$ cat src/sv/smft_pkg.sv
`timescale 1ns / 1ps
// ============================================================================
// smft_pkg
// Shared types and constants of the sparse matrix fast transpose block.
// ============================================================================
package smft_pkg;

    localparam int ROW_W     = 6;
    localparam int COL_W     = 6;
    localparam int VAL_W     = 32;
    localparam int CFG_W     = 7;
    localparam int CFG_IDX_W = 1;

    localparam logic [CFG_IDX_W-1:0] CFG_NUM_COLS = 1'd0;
    localparam logic [CFG_IDX_W-1:0] CFG_NUM_ROWS = 1'd1;
    localparam logic [CFG_W-1:0]     NUM_COLS_RST = 7'd64;

    typedef struct packed {
        logic [ROW_W-1:0]        row;
        logic [COL_W-1:0]        col;
        logic signed [VAL_W-1:0] value;
    } term_t;

    typedef enum logic [2:0] {
        ST_LOAD,
        ST_FLUSH,
        ST_PREFIX,
        ST_PLACE,
        ST_EMIT_LOAD,
        ST_EMIT_WAIT,
        ST_CLEAR
    } state_t;

    typedef struct packed {
        logic load;
        logic prefix;
        logic place;
        logic out_load;
        logic clear;
    } cmd_t;

    typedef struct packed {
        logic n_zero;
        logic prefix_done;
        logic place_done;
        logic out_accept;
        logic out_last;
    } status_t;

endpackage

$ cat src/sv/smft_ctrl.sv
`timescale 1ns / 1ps
// ============================================================================
// smft_ctrl
// Phase sequencer: load, prefix sum, placement, emission and clear.
// ============================================================================
module smft_ctrl
    import smft_pkg::*;
(
    input  logic    clk,
    input  logic    rst_n,
    input  logic    in_valid,
    input  logic    is_last,
    output logic    in_ready,
    output cmd_t    cmd,
    input  status_t status
);

    state_t state_reg;
    state_t state_next;

    always_ff @(posedge clk or negedge rst_n)
    begin
        if (!rst_n)
        begin
            state_reg <= ST_LOAD;
        end
        else
        begin
            state_reg <= state_next;
        end
    end

    always_comb
    begin
        state_next = state_reg;
        case (state_reg)
            ST_LOAD:
            begin
                if (in_valid && is_last)
                begin
                    state_next = ST_FLUSH;
                end
            end
            ST_FLUSH:
            begin
                state_next = status.n_zero ? ST_CLEAR : ST_PREFIX;
            end
            ST_PREFIX:
            begin
                if (status.prefix_done)
                begin
                    state_next = ST_PLACE;
                end
            end
            ST_PLACE:
            begin
                if (status.place_done)
                begin
                    state_next = ST_EMIT_LOAD;
                end
            end
            ST_EMIT_LOAD:
            begin
                state_next = ST_EMIT_WAIT;
            end
            ST_EMIT_WAIT:
            begin
                if (status.out_accept)
                begin
                    state_next = status.out_last ? ST_CLEAR : ST_EMIT_LOAD;
                end
            end
            ST_CLEAR:
            begin
                state_next = ST_LOAD;
            end
            default:
            begin
                state_next = ST_LOAD;
            end
        endcase
    end

    always_comb
    begin
        in_ready     = (state_reg == ST_LOAD);
        cmd.load     = (state_reg == ST_LOAD) && in_valid;
        cmd.prefix   = (state_reg == ST_PREFIX);
        cmd.place    = (state_reg == ST_PLACE);
        cmd.out_load = (state_reg == ST_EMIT_LOAD);
        cmd.clear    = (state_reg == ST_CLEAR);
    end

endmodule

$ cat config.mk
export PLATFORM = sky130hd
export DESIGN_NAME = smft_ctrl
export DESIGN_NICKNAME = d
export VERILOG_FILES = /design/src/sv/smft_pkg.sv /design/src/sv/smft_ctrl.sv
export SDC_FILE = /design/constraint.sdc
export NUM_CORES = 1
export LEC_CHECK = 0
export BUFFER_PORTS_ARGS = -buffer_cell sky130_fd_sc_hd__buf_2
export CELL_PAD_IN_SITES_DETAIL_PLACEMENT = 1
export CELL_PAD_IN_SITES_GLOBAL_PLACEMENT = 2
export CORE_AREA = 2 2 39 41
export CTS_CLUSTER_SIZE = 25
export DETAILED_ROUTE_END_ITERATION = 12
export DIE_AREA = 0 0 41 43
export PLACE_DENSITY_LB_ADDON = 0.3
export SYNTH_ARGS = -nofsm -noshare
export SYNTH_HDL_FRONTEND = slang
export SYNTH_SLANG_ARGS = --single-unit
$ cat constraint.sdc
create_clock -name clk -period 1.2 [get_ports clk]
set_clock_uncertainty 0.15 [all_clocks]
set_input_delay 0.06 -clock clk [delete_from_list [all_inputs] [get_ports clk]]
set_output_delay 0.06 -clock clk [all_outputs]
set_load 0.02 [all_outputs]
==> summary.txt <==
Logic synthesis
  – Count of cell types in the netlist: 17
  – Post-synth top area share: 34.68%
  – Syn_area_per_cell: 9.019 µm²
  – #FFs+latches synth: 3
  – Dominant cells by area after synthesis: dfrtp_1 (35%), buf_6 (10%), nand2b_4 (6.4%)
  – Post-Syn Instances: 24
  – Yosys warning count: 0
  – Post-Syn Area: 216.5 µm²
  – Cell taking the most area after synthesis: dfrtp_1
  – Syn_nets: 33
  – Sequential area share after synthesis: 34.68%

Run
  – Max_cap viols: 0

Timing
  – Slew Viols, Final: 0
  – Worst-margin pin slew: 0.1771 ns
  – Fin crit period: 1.366 ns
  – RSZ-0062 raised after global routing: yes
  – Setup slack after layout: -0.1658 ns
  – Rel. slew slack: 88.19%
  – Hold Fails Final Rpt: 0
  – Min Hold Slack: 0.007343 ns
  – Final setup fails: 7
  – Max Fclk: 732.2 MHz
  – Period utilization: 113.8%

Placed design
  – Gpl congestion: 0.7483
  – Placed cell area: 319.1 µm²
  – Placed cell count: 55
  – Pre-CTS setup slack: -0.02185 ns
  – Port buffer count: 14
  – Detailed Place HPWL: 493.7 µm

Clock tree
  – TritonCTS clock tree: built
  – Htree depth: 1
  – CTS root buffer: clkbuf_4
  – Clk Latency, worst-skew pair: 0.23 ns
  – Clk slew on worst S/H paths: 0.04 ns
  – Clk sinks: 3
  – CTS Buf Count: 3
  – Maximum clock path buffer count: 2

Route
  – Final wirelength: 838 µm
  – Initial DRC count: 0
  – WL met2: 504 µm
  – Max Used Layer: met4
  – Metal3 WL: 23 µm
  – Antenna Nets Post-Route: 0
  – DR pass1 iterations: 1
  – Vias: 289
  – Drt wl/cell: 11.64 µm
  – Drc violations: 0
  – Routed met1 length: 301 µm
  – Drt via density: 4.014

Global routing
  – Gr usage total: 11.76%
  – Grt ovf: 0
  – Global-route wire length before repair: 1386 µm
  – Initial antenna violation count: 0
  – Pin count of the biggest net entering global routing: 8
  – Vias in the first global route: 324

Final layout
  – Area grow syn2layout: 131.8%
  – Layout cell share with drive strength beyond 1: 66.07%
  – Final cell area excluding filler cells: 501.7 µm²
  – Fin cells: 72
  – Max reg flops: 3
  – Ant diodes: 0
  – Final nets: 66

Critical path
  – CP max FO: 6
  – Startpoint Class: register
  – Crit path kind: register to output pin
  – Critical Path AT: 1.16 ns
  – Req. time, crit path: 0.99 ns
  – CP endpoint kind: output pin

Pwr
  – Clock power frac: 13.6%
  – LEAKAGE: 0.2420 nW
  – Sw power: 0.0005311 W
  – Maximum vdd ir drop: 0.8679 mV
  – Switching Share: 40.59%
  – Combinational Power Share: 66.0%
  – PD cells: 2608 nW/µm²
  – Flop pwr share: 20.4%
  – Int Power: 0.0007774 W

Floorplan
  – Core area: 1384 µm²
  – Die height: 43 µm
  – Initial core utilization: 15.64%
  – I/O pin count: 15
  – Die width: 41 µm
  – Die area: 1763 µm²
  – Row count: 14

Run status
  – Violated checks: negative setup slack
  – Outcome: complete, but fails checks

Min path
  – Hold WC Path Type: input port to async pin
==> power by group through the flow <==
stage / clock network, W / logic, W / registers, W
2_1_floorplan: 0 / 0.000467 / 0.000184
3_3_place_gp: 0 / 0.000512 / 0.000279
3_5_place_dp: 0 / 0.000511 / 0.000282
4_1_cts: 0.000186 / 0.000774 / 0.000270
5_1_grt: 0.000195 / 0.000923 / 0.000276
6_report: 0.000178 / 0.000863 / 0.000267
==> synthesized netlist by cell type <==
cell	count
dfrtp_1	3
inv_1	1
buf_6	2
nand3b_1	1
a31oi_1	1
nand2b_4	1
and2_1	1
nor3b_1	1
and3_2	1
nor3_2	1
a21o_1	1
o22ai_1	2
nand3_1	1
nand2_1	1
nor2_1	2
a21oi_1	2
o21ai_0	2
==> critical path, stage by stage, from the launching register on <==
cell	delay [ns]
dfrtp_2	0.45
inv_1	0.12
and3_2	0.19
buf_2	0.16
==> placed cells by master, fill, tap and decap left out <==
cell            n
nand3_1         1
buf_6           4
nand2_1         1
and2_4          1
dlygate4sd3_1   6
buf_2           9
a21oi_1         1
nand2b_4        1
a21oi_2         1
clkbuf_4        3
buf_4          11
a21o_1          1
nor3b_2         1
clkbuf_1        1
o22ai_1         2
nor2_1          1
o21ai_0         2
nor2_4          1
nor3_4          1
inv_1           1
nand3b_1        1
and3_2          1
dfrtp_2         3
a31oi_1         1
==> cell type report <==
type	count	area [µm²]
Tap cell	16	20.02
Sequential cell	3	78.83
Inverter	1	3.754
Fill cell	174	882.1
Multi-Input combinational cell	18	140.1
Timing Repair Buffer	30	232.7
Clock buffer	4	26.28
==> layer usage <==
metal	global-route usage (%)	vias up
li1	-	149
met1	14.52	132
met2	17.81	6
met3	4.712	2
met4	4.000	0
met5	0	-
==> through the flow <==
stage | TNS, ns | total power [W] | util, %
after floorplan | -0.01914 | 0.0006508 | -
after global placement | -0.02226 | 0.0007912 | 23.06
after detailed placement | -0.06545 | 0.0007931 | 23.06
after CTS | -0.8279 | 0.001230 | 34.63
after global routing | -1.145 | 0.001394 | 36.26
final | -0.7981 | 0.001309 | 36.26
==> logic make-up (layout without fill, tap and decap cells) <==
group	after synthesis	in the layout	synth area share (%)
flip-flops	3	3	34.68
AO/OA/AOI/OAI	8	8	21.39
AND/OR/NAND/NOR	10	10	31.79
buffers and inverters	3	35	12.14
==> worst paths after layout <==
kind,cells after the start,from,slack [ns],to
worst min register to register,1,state_reg[2],0.38,state_reg[1]
worst max register to register,4,state_reg[2],-0.08,state_reg[0]
max in group asynchronous,2,rst_n,0.78,state_reg[0]
worst max-delay path,3,state_reg[0],-0.17,cmd[0]
worst min-delay path,2,rst_n,0.007,state_reg[1]
min in group clk,3,is_last,0.06,state_reg[0]
==> what timing repair did <==
item | 4_1_cts | 5_1_grt
hold buffers | 6 | 0
setup buffers | 6 | 1
pin swaps | 3 | 2
setup endpoints to repair | 8 | 8
endpoints found under the hold margin | 6 | 0
gates resized for setup | 12 | 4
(Power assumes the default switching activity.)
